--- src/rtl/window_spike_rejector_macros.svh ---
// Assertion macros for the window spike rejector RTL.
// Assumes clk_i and rst_ni are visible in the scope that uses them.
`ifndef WINDOW_SPIKE_REJECTOR_MACROS_SVH
`define WINDOW_SPIKE_REJECTOR_MACROS_SVH

`ifndef NO_ASSERTIONS
`define WSR_ASSERT(lbl, prop, msg) \
  lbl: assert property (@(posedge clk_i) disable iff (!rst_ni) (prop)) else $error(msg);
`define WSR_ASSERT_NEXT(lbl, ante, cons, msg) \
  lbl: assert property (@(posedge clk_i) disable iff (!rst_ni) (ante) |=> (cons)) \
    else $error(msg);
`else
`define WSR_ASSERT(lbl, prop, msg)
`define WSR_ASSERT_NEXT(lbl, ante, cons, msg)
`endif

`endif

--- src/rtl/wsr_pkg.sv ---
// Shared types and constants for the window spike rejector.
// No dependencies.
package wsr_pkg;
  localparam int unsigned SAMPLE_W  = 16;
  localparam int unsigned DEPTH_DEF = 8;

  typedef logic [SAMPLE_W-1:0] sample_t;
endpackage

--- src/rtl/window_spike_rejector.sv ---
// While filling, an accepted beat goes from ST_IDLE to ST_FIN; once full it passes
// through ST_SCAN and ST_DRAIN first, and ST_FIN waits while a held result is stalled.
// The scan uses the single compare unit, reading one window entry per cycle.
// Next beat is taken once the result sits in the output register.
// Reset: async active low; clears control, threshold and slot 0; no memory clear pass.
// Depends on wsr_pkg, wsr_window_mem, wsr_diff_unit and the macros header.
`include "window_spike_rejector_macros.svh"

module window_spike_rejector #(
  parameter int unsigned DEPTH = wsr_pkg::DEPTH_DEF
) (
  input  logic             clk_i,
  input  logic             rst_ni,
  input  logic             threshold_we_i,
  input  wsr_pkg::sample_t threshold_i,
  input  logic             in_valid_i,
  output logic             in_stall_o,
  input  wsr_pkg::sample_t sample_i,
  output logic             out_valid_o,
  input  logic             out_stall_i,
  output logic             anomaly_o,
  output wsr_pkg::sample_t newest_stored_o
);
  import wsr_pkg::*;

  localparam int unsigned AW   = $clog2(DEPTH);
  localparam int unsigned CntW = $clog2(DEPTH + 1);

  typedef enum logic [1:0] {
    ST_IDLE,
    ST_SCAN,
    ST_DRAIN,
    ST_FIN
  } state_e;

  state_e          state_q;
  sample_t         thr_q;
  sample_t         sample_q;
  sample_t         slot0_q;
  logic [CntW-1:0] fill_cnt_q;
  logic [AW-1:0]   wp_q;
  logic [AW-1:0]   rd_idx_q;
  logic            cmp_en_q;
  logic            out_valid_q;
  logic            anomaly_q;
  sample_t         newest_q;

  logic    in_acc;
  logic    full;
  logic    out_free;
  logic    push_en;
  logic    mem_we;
  logic    mem_re;
  sample_t rdata;
  logic    hit;

  assign in_stall_o = (state_q != ST_IDLE);
  assign in_acc     = in_valid_i && (state_q == ST_IDLE);
  assign full       = (fill_cnt_q == CntW'(DEPTH));
  assign out_free   = !out_valid_q || !out_stall_i;
  assign push_en    = !full || !hit;
  assign mem_we     = (state_q == ST_FIN) && out_free && push_en;
  assign mem_re     = (state_q == ST_SCAN);

  wsr_window_mem #(
    .DEPTH(DEPTH)
  ) u_mem (
    .clk_i  (clk_i),
    .we_i   (mem_we),
    .waddr_i(wp_q),
    .wdata_i(sample_q),
    .re_i   (mem_re),
    .raddr_i(rd_idx_q),
    .rdata_o(rdata)
  );

  wsr_diff_unit u_diff (
    .clk_i      (clk_i),
    .rst_ni     (rst_ni),
    .clr_i      (in_acc),
    .en_i       (cmp_en_q),
    .sample_i   (sample_q),
    .stored_i   (rdata),
    .threshold_i(thr_q),
    .hit_o      (hit)
  );

  always_ff @(posedge clk_i or negedge rst_ni) begin
    if (!rst_ni) begin
      state_q     <= ST_IDLE;
      thr_q       <= '0;
      sample_q    <= '0;
      slot0_q     <= '0;
      fill_cnt_q  <= '0;
      wp_q        <= '0;
      rd_idx_q    <= '0;
      cmp_en_q    <= 1'b0;
      out_valid_q <= 1'b0;
      anomaly_q   <= 1'b0;
      newest_q    <= '0;
    end else begin
      if (threshold_we_i) begin
        thr_q <= threshold_i;
      end
      if (out_valid_q && !out_stall_i && (state_q != ST_FIN)) begin
        out_valid_q <= 1'b0;
      end
      cmp_en_q <= (state_q == ST_SCAN);

      unique case (state_q)
        ST_IDLE: begin
          if (in_valid_i) begin
            sample_q <= sample_i;
            rd_idx_q <= '0;
            state_q  <= full ? ST_SCAN : ST_FIN;
          end
        end
        ST_SCAN: begin
          if (rd_idx_q == AW'(DEPTH - 1)) begin
            state_q <= ST_DRAIN;
          end else begin
            rd_idx_q <= rd_idx_q + 1'b1;
          end
        end
        ST_DRAIN: begin
          state_q <= ST_FIN;
        end
        ST_FIN: begin
          if (out_free) begin
            out_valid_q <= 1'b1;
            anomaly_q   <= full && hit;
            if (push_en) begin
              wp_q <= (wp_q == AW'(DEPTH - 1)) ? '0 : wp_q + 1'b1;
              if (!full) begin
                fill_cnt_q <= fill_cnt_q + 1'b1;
              end
            end
            if (push_en && (full || (fill_cnt_q == CntW'(DEPTH - 1)))) begin
              slot0_q  <= sample_q;
              newest_q <= sample_q;
            end else begin
              newest_q <= slot0_q;
            end
            state_q <= ST_IDLE;
          end
        end
        default: begin
          state_q <= ST_IDLE;
        end
      endcase
    end
  end

  assign out_valid_o     = out_valid_q;
  assign anomaly_o       = anomaly_q;
  assign newest_stored_o = newest_q;

  `WSR_ASSERT(a_fill_bounded, fill_cnt_q <= CntW'(DEPTH), "fill count above depth")
  `WSR_ASSERT(a_scan_when_full, (state_q != ST_SCAN) || full, "scan while window not full")
  `WSR_ASSERT(a_slot0_zero_filling, full || (slot0_q == '0), "slot 0 set before window full")
  `WSR_ASSERT_NEXT(a_busy_after_accept, in_valid_i && !in_stall_o, in_stall_o, "idle after accept")
  `WSR_ASSERT(a_no_anomaly_filling, !(mem_we && !full && hit && !push_en), "fill beat dropped")
endmodule

--- src/rtl/wsr_window_mem.sv ---
// Sample window storage: ring buffer, one write and one registered read port.
// Depends on wsr_pkg.
module wsr_window_mem #(
  parameter int unsigned DEPTH = 8
) (
  input  logic                     clk_i,
  input  logic                     we_i,
  input  logic [$clog2(DEPTH)-1:0] waddr_i,
  input  wsr_pkg::sample_t         wdata_i,
  input  logic                     re_i,
  input  logic [$clog2(DEPTH)-1:0] raddr_i,
  output wsr_pkg::sample_t         rdata_o
);
  import wsr_pkg::*;

  sample_t mem_q [DEPTH];
  sample_t rdata_q;

  always_ff @(posedge clk_i) begin
    if (we_i) begin
      mem_q[waddr_i] <= wdata_i;
    end
    if (re_i) begin
      rdata_q <= mem_q[raddr_i];
    end
  end

  assign rdata_o = rdata_q;
endmodule

--- src/rtl/wsr_diff_unit.sv ---
// Shared compare unit: |sample - stored| > threshold, accumulated into a sticky hit.
// Depends on wsr_pkg.
module wsr_diff_unit (
  input  logic             clk_i,
  input  logic             rst_ni,
  input  logic             clr_i,
  input  logic             en_i,
  input  wsr_pkg::sample_t sample_i,
  input  wsr_pkg::sample_t stored_i,
  input  wsr_pkg::sample_t threshold_i,
  output logic             hit_o
);
  import wsr_pkg::*;

  sample_t diff_ab;
  sample_t diff_ba;
  sample_t abs_diff;
  logic    exceed;
  logic    hit_q;

  assign diff_ab  = sample_i - stored_i;
  assign diff_ba  = stored_i - sample_i;
  assign abs_diff = (sample_i >= stored_i) ? diff_ab : diff_ba;
  assign exceed   = abs_diff > threshold_i;

  always_ff @(posedge clk_i or negedge rst_ni) begin
    if (!rst_ni) begin
      hit_q <= 1'b0;
    end else if (clr_i) begin
      hit_q <= 1'b0;
    end else if (en_i && exceed) begin
      hit_q <= 1'b1;
    end
  end

  assign hit_o = hit_q;
endmodule

--- config.mk ---
export PLATFORM = sky130hd
export DESIGN_NAME = window_spike_rejector
export DESIGN_NICKNAME = d
export VERILOG_FILES = /design/src/rtl/wsr_pkg.sv /design/src/rtl/window_spike_rejector.sv /design/src/rtl/wsr_window_mem.sv /design/src/rtl/wsr_diff_unit.sv
export VERILOG_INCLUDE_DIRS = /design/src /design/src/rtl
export SDC_FILE = /design/constraint.sdc
export NUM_CORES = 1
export LEC_CHECK = 0
export ABC_AREA = 1
export BUFFER_PORTS_ARGS = -buffer_cell sky130_fd_sc_hd__buf_4
export CORE_MARGIN = 2
export CORE_UTILIZATION = 30
export CTS_BUF_LIST = sky130_fd_sc_hd__clkbuf_8
export CTS_CLUSTER_DIAMETER = 30
export DETAILED_ROUTE_END_ITERATION = 8
export PLACE_DENSITY_LB_ADDON = 0.05
export SKIP_CTS_REPAIR_TIMING = 1
export SYNTH_ARGS = -nofsm -noshare
export SYNTH_HDL_FRONTEND = slang
export SYNTH_SLANG_ARGS = --single-unit
--- constraint.sdc ---
create_clock -name clk_i -period 5.75 [get_ports clk_i]
set_input_delay 0.2875 -clock clk_i [delete_from_list [all_inputs] [get_ports clk_i]]
set_output_delay 0.2875 -clock clk_i [all_outputs]
set_load 0.01 [all_outputs]
# Yosys cells after proc, flatten, opt, wreduce, memory -nomap -nowiden
# Memory sizes are Yosys's and may differ from the RTL's. A register that Yosys moved wholly into a read port is not among the register bits.
# Cells that the tools add are included.
# classes
n_addsub	5
n_lt_le_gt_ge	2
n_eq_ne	12
mux	18
bitwise	1
reduce_logical	26
# ops
operator	n
2-to-1 mux 16 bit	2
subtractor 16 bit	2
>= comparator 16 bit	1
> comparator 16 bit	1
AND reduction 3 bit	4
2-to-1 mux 3 bit	3
logical AND 1 bit	8
2-to-1 mux 2 bit	4
!= test 2 bit, second input constant	4
case mux 2 bit (4 select lines)	1
2-to-1 mux 1 bit	7
adder 3 x 1 -> 3 bit, second input constant	2
== test 3 bit, second input constant	2
case mux 3 bit (2 select lines)	1
nonzero test 2 bit	3
adder 4 x 1 -> 4 bit, second input constant	1
== test 2 bit, second input constant	2
== test 4 x 3 -> 1 bit, second input constant	1
== test 4 bit, second input constant	1
logical NOT 1 bit	4
AND reduction 2 bit	2
AND reduction 4 bit	1
logical OR 1 bit	3
== test 2 x 1 -> 1 bit, second input constant	1
other kinds (3)	3
# word_totals
ff_bits	64
ram_bits	128
inputBits	37
output_inout_bits	19
wordCells	76
mem_count	1
# memory_table
name	depth	word_bits	read_ports	rd_ports_with_merged_regs	write_ports	line	text
u_mem.mem_q	8	16	1	1	1	wsr_window_mem.sv:16	sample_t mem_q [DEPTH];

# Logic depth before layout (Yosys ltp)
# depth
word_depth	6
depth_mapped	26
ltp_nobuf	25

# Hierarchy
# Synthesis repeated with hierarchy kept, for this count alone.
# unflattened
cells_unflattened	1348
area_unflattened_um2	11409.7
# by_module_without_submodules
module	n_inst	cells_each	area_each_um2	seq_area_each_um2
wsr_window_mem	1	587	6149.6	4324.1
window_spike_rejector	1	268	2731.4	1576.5
wsr_diff_unit	1	493	2528.7	25.0

# Worst setup path before layout
# OpenSTA, ideal clock, no wires.
# synth_timing
kind	register -> register
from	reg sample_q[0]
to	reg u_diff.hit_q (netlist: u_diff.hit_o)
setup_ps	131
arrival_time_ps	2768
required_time_ps	5619
path_slack_ps	2851
path_stages_with_launch	23
n_path_buf	1
period_less_slack_ps	2899
cell_sequence	dfrtp_1 > inv_1 > ha_1 > inv_1 > fa_1 > nand3_1 > nand3_1 > nand2_1 > nand3_1 > nand2_1 > nand2_4 > inv_2 > buf_6 > nand2_1 > nand2_1 > inv_1 > ha_1 > nand2_1 > nor2_1 > nand4_1 > o21a_1 > nand2_1 > a21oi_1
# synth_via
elab_chain_cells	5
elab_cells_between_ends	7
classes_between	2 x add/sub; 2 x order compare; 1 x mux; 2 x reduce/logical
# synth_rtl
element	line	text
from (decl)	window_spike_rejector.sv:38	sample_t sample_q;
from (signal assigned)	window_spike_rejector.sv:113	sample_q <= sample_i;
subtractor 16 bit, or another cell as far along	wsr_diff_unit.sv:22	assign diff_ba = stored_i - sample_i;
2-to-1 mux 16 bit (*)	wsr_diff_unit.sv:23	assign abs_diff = (sample_i >= stored_i) ? diff_ab : diff_ba;
> comparator 16 bit (*)	wsr_diff_unit.sv:24	assign exceed = abs_diff > threshold_i;
logical AND 1 bit (*)	wsr_diff_unit.sv:31	end else if (en_i && exceed) begin
nonzero test 2 bit (no source line) (*)	n/a	
to (signal assigned)	wsr_diff_unit.sv:28	hit_q <= 1'b0;
to (signal assigned)	wsr_diff_unit.sv:30	hit_q <= 1'b0;
to (signal assigned)	wsr_diff_unit.sv:32	hit_q <= 1'b1;
to (decl)	wsr_diff_unit.sv:19	logic hit_q;
# Every way passes the cells marked *; elsewhere a longest branch is shown, timed or not.
# A chain may end at the register's enable or synchronous reset.

# Final worst setup path
# Ends and elaborated chain as after synthesis.

==> results.md <==
* Status: complete, no violations
* Initial antenna violation count at 0
* Filler cell count at 3531
* Number of global-route vias before repair at 7945
* # rows at 68
* Sequential Power Share at 30.3%
* Max incr delay on CP at 470 ps
* Worst-path clk slew at 50 ps
* Static leakage at 5.76 nW
* Pin count of the biggest net entering global routing at 44
* Fin crit period at 3540 ps
* Synth Register Bits at 208
* Max-Cap Viols at 0
* IO buf count at 55
* Synth Net Count at 1228
* Crit-path most repeated cell: nand2_1
* Setup TNS at 0 ps
* Starting DRT DRC Count at 382
* Cell chain of the critical path: inv_1 > ha_1 > inv_1 > fa_1 > nand3_1 > nand3_1 > nand2_1 > nand3_1 > nand2_1 > nand2_4 > inv_2 > nand2_1 > nand2_1 > inv_1 > ha_1 > nand2_1 > nor2_1 > nand4_1 > o21a_1 > nand2_1 > a21oi_1
* Critical path required time at 6210 ps
* # clock sinks at 208
* Placement Cell Area at roughly 11000 µm²
* Die height at 191 µm
* # diodes at 0
* Synthesized area at 10500 µm²
* Pwr dens at between 600 and 700 nW/µm²
* Peak VDD IR at about 320 µV
* TritonCTS clock tree: yes
* Ratio of cells with drive above 1 in the final layout at 13.6%
* P_sw at 3.54 mW
* Drt via density at 4.49
* Nets at 1351
* WS Path Type: reg2reg
* Combinational Power Share at ~46%
* Data arrival, critical path at ~4000 ps
* Design Area, Final at 12900 µm²
* Core ar. at 34500 µm²
* H-tree depth at 2
* I/O pin count at 56
* GRT overflow at 0
* CP startpoint kind: register
* GPL Wtd Cong at about 0.86
* Final period utilization at 61.6%
* Fin. Hold Viols at 0
* Avg Cell Area, Syn at between 9 and 10 µm²
* Register area share after synthesis at 56.6%
* CP max stage cell: dfrtp_1
* Setup repair after global routing missed its margin: no
* Top fanout value on the critical path at 17
* Synth Instances at 1131
* Area delta synth->final at 23.2%
* # DRC at 0
* Worst Setup End Kind: register
* Max Clock Skew at 38.6 ps
* Final cell count without fillers at 1751
* Synth warn at 0
* Die ar. at 36400 µm²
* Final setup violation count at 0
* Switch share at 43.8%
* Detailed Route WL at 28800 µm
* Root buffer cell: clkbuf_8
* Worst Max-Slew Pin Slew at 1030 ps
* Drt first pass iters at 5
* Clock buffer depth at 3
* Total CTS buffers at 52
* Peak Freq at 282 MHz
* Min-Delay Path Class: in2reg
* Routed Antenna Nets at 0
* DP HPWL at 19300 µm
* Sequential Area at roughly 5900 µm²
* WL per Instance at roughly 16 µm
* Layout Utilization at 37.4%
* Pint at 4.54 mW
* First-pass GRT wire length at 45300 µm
* Library cells used by synthesis at 33
* All-Layer GR Usage at 16.3%
* Multi-input logic area at around 3800 µm²
* Initial Utilization at 30.4%
* DP Cell Count at 1621
* Worst slew margin at 31.0%
* Die span in x at 191 µm
* Final slew viol count at 0
* Worst-Skew Late Latency at 590 ps
* Vias post-DR at 7855
* Part of the power in the clock network at a little under a quarter
==> placed cells by master, fill, tap and decap left out, types with 7 or more instances in the layout <==
| master | n |
|---|---|
| nand2_1 | 271 |
| inv_1 | 164 |
| edfxtp_1 | 144 |
| nor2_1 | 136 |
| o21ai_0 | 116 |
| buf_4 | 71 |
| dfrtp_1 | 63 |
| ha_1 | 58 |
| clkbuf_8 | 56 |
| dlygate4sd3_1 | 34 |
| nand3_1 | 31 |
| a21oi_1 | 26 |
| o22ai_1 | 16 |
| a31oi_1 | 16 |
| xor2_1 | 13 |
| clkinv_2 | 11 |
| o21ai_1 | 8 |
| nand4_1 | 7 |
==> power groups by stage <==
stage	clock network [mW]	logic, mW	registers [mW]
after global routing	2.04	4.37	2.50
after global placement	0	3.78	2.49
after detailed placement	0	3.77	2.48
after CTS	1.96	3.79	2.46
final	1.90	3.74	2.45
after floorplan	0	2.66	2.35
==> cell usage after synthesis <==
| cell type | instances | share of area (%) |
|---|---|---|
| nand2_1 | 271 | 9.7 |
| inv_1 | 151 | 5.4 |
| edfxtp_1 | 144 | 41 |
| nor2_1 | 136 | 4.9 |
| o21ai_0 | 116 | 5.5 |
| dfrtp_1 | 64 | 15 |
| ha_1 | 58 | 6.9 |
| nand3_1 | 31 | 1.5 |
| a21oi_1 | 26 | 1.2 |
| clkbuf_1 | 19 | 0.68 |
| a31oi_1 | 16 | 0.96 |
| o22ai_1 | 16 | 0.96 |
| xor2_1 | 13 | 1.1 |
| buf_2 | 8 | 0.38 |
| nor3_1 | 8 | 0.38 |
| o21ai_1 | 8 | 0.38 |
| nand4_1 | 7 | 0.42 |
| buf_1 | 6 | 0.22 |
| inv_2 | 5 | 0.18 |
| nand2_2 | 4 | 0.24 |
| o21a_1 | 4 | 0.29 |
| xnor2_1 | 4 | 0.33 |
| nor2_4 | 3 | 0.32 |
| buf_4 | 2 | 0.14 |
| fa_1 | 2 | 0.38 |
| mux2_2 | 2 | 0.22 |
| a21o_1 | 1 | 0.072 |
| a21oi_2 | 1 | 0.084 |
| and2_1 | 1 | 0.060 |
| buf_6 | 1 | 0.11 |
| nand2_4 | 1 | 0.11 |
| nor2_2 | 1 | 0.060 |
| o31ai_1 | 1 | 0.072 |
==> state kept, by name, summed over array words and instances, names as in the netlist <==
| register | count |
|---|---|
| anomaly_o | 1 |
| u_diff.hit_o | 1 |
| rd_idx_q | 3 |
| out_valid_o | 1 |
| u_mem.rdata_o | 16 |
| wp_q | 3 |
| state_q | 2 |
| newest_stored_o | 16 |
| u_mem.mem_q | 128 |
| cmp_en_q | 1 |
| thr_q | 16 |
| fill_cnt_q | 4 |
| sample_q | 16 |
==> final timing paths <==
| path | to | cells past startpoint | start | slack, ps |
|---|---|---|---|---|
| max | u_diff.hit_o$_DFFE_PN0P_ | 21 | sample_q[0]$_DFFE_PN0P_ | 2210 |
| min | thr_q[4]$_DFFE_PN0P_ | 3 | threshold_we_i | 90 |
| max reg2reg | u_diff.hit_o$_DFFE_PN0P_ | 21 | sample_q[0]$_DFFE_PN0P_ | 2210 |
| min reg2reg | newest_stored_o[15]$_DFFE_PN0P_ | 2 | newest_stored_o[15]$_DFFE_PN0P_ | 490 |
| max in group asynchronous | rd_idx_q[0]$_DFFE_PN0P_ | 3 | rst_ni | 4620 |
| min in group asynchronous | sample_q[1]$_DFFE_PN0P_ | 2 | rst_ni | 140 |
==> per-layer routing <==
metal / track usage (%) / part of all wire [%] / vias up
met5: 0 / 0 / -
met4: 4.80 / 2.1 / 0
met3: 3.20 / 3.9 / 42
met2: 25.1 / 43 / 140
met1: 23.3 / 51 / 3706
li1: - / - / 3967
==> critical path: cells and delay by family, from the launching register on <==
family	cells	cell delay, ps
AO/OA/AOI/OAI	2	240
flip-flops	1	470
buffers and inverters	4	500
AND/OR/NAND/NOR	12	1300
adder cells (fa/ha/maj)	3	890
==> layout make-up <==
type	count	area share (%)
repair buffers	105	6.77
multi-input cells	731	29.6
clock buffers	56	5.98
flip-flops and latches	208	46.0
clock inverters	40	2.76
inverters	156	4.54
well taps	455	4.42
==> through the flow <==
stage	hold WS [ps]	setup WS (ps)	power, mW
2_1_floorplan	-8.09	2850	5.01
6_report	92.0	2210	8.08
4_1_cts	-433	2190	8.21
5_1_grt	98.6	1800	8.91
3_5_place_dp	222	2200	6.25
3_3_place_gp	219	2290	6.27
==> cell families after synthesis <==
kind of cell | count (synthesis) | synth area share (%)
xor gates and xnor gates | 17 | 1.42
buffers and inverters | 192 | 7.13
and+or+nand+nor | 463 | 17.7
muxes | 2 | 0.215
AOI/OAI and AO/OA | 189 | 9.60
DFF | 208 | 56.6
adders and majority gates | 60 | 7.32
(Power assumes the default switching activity.)
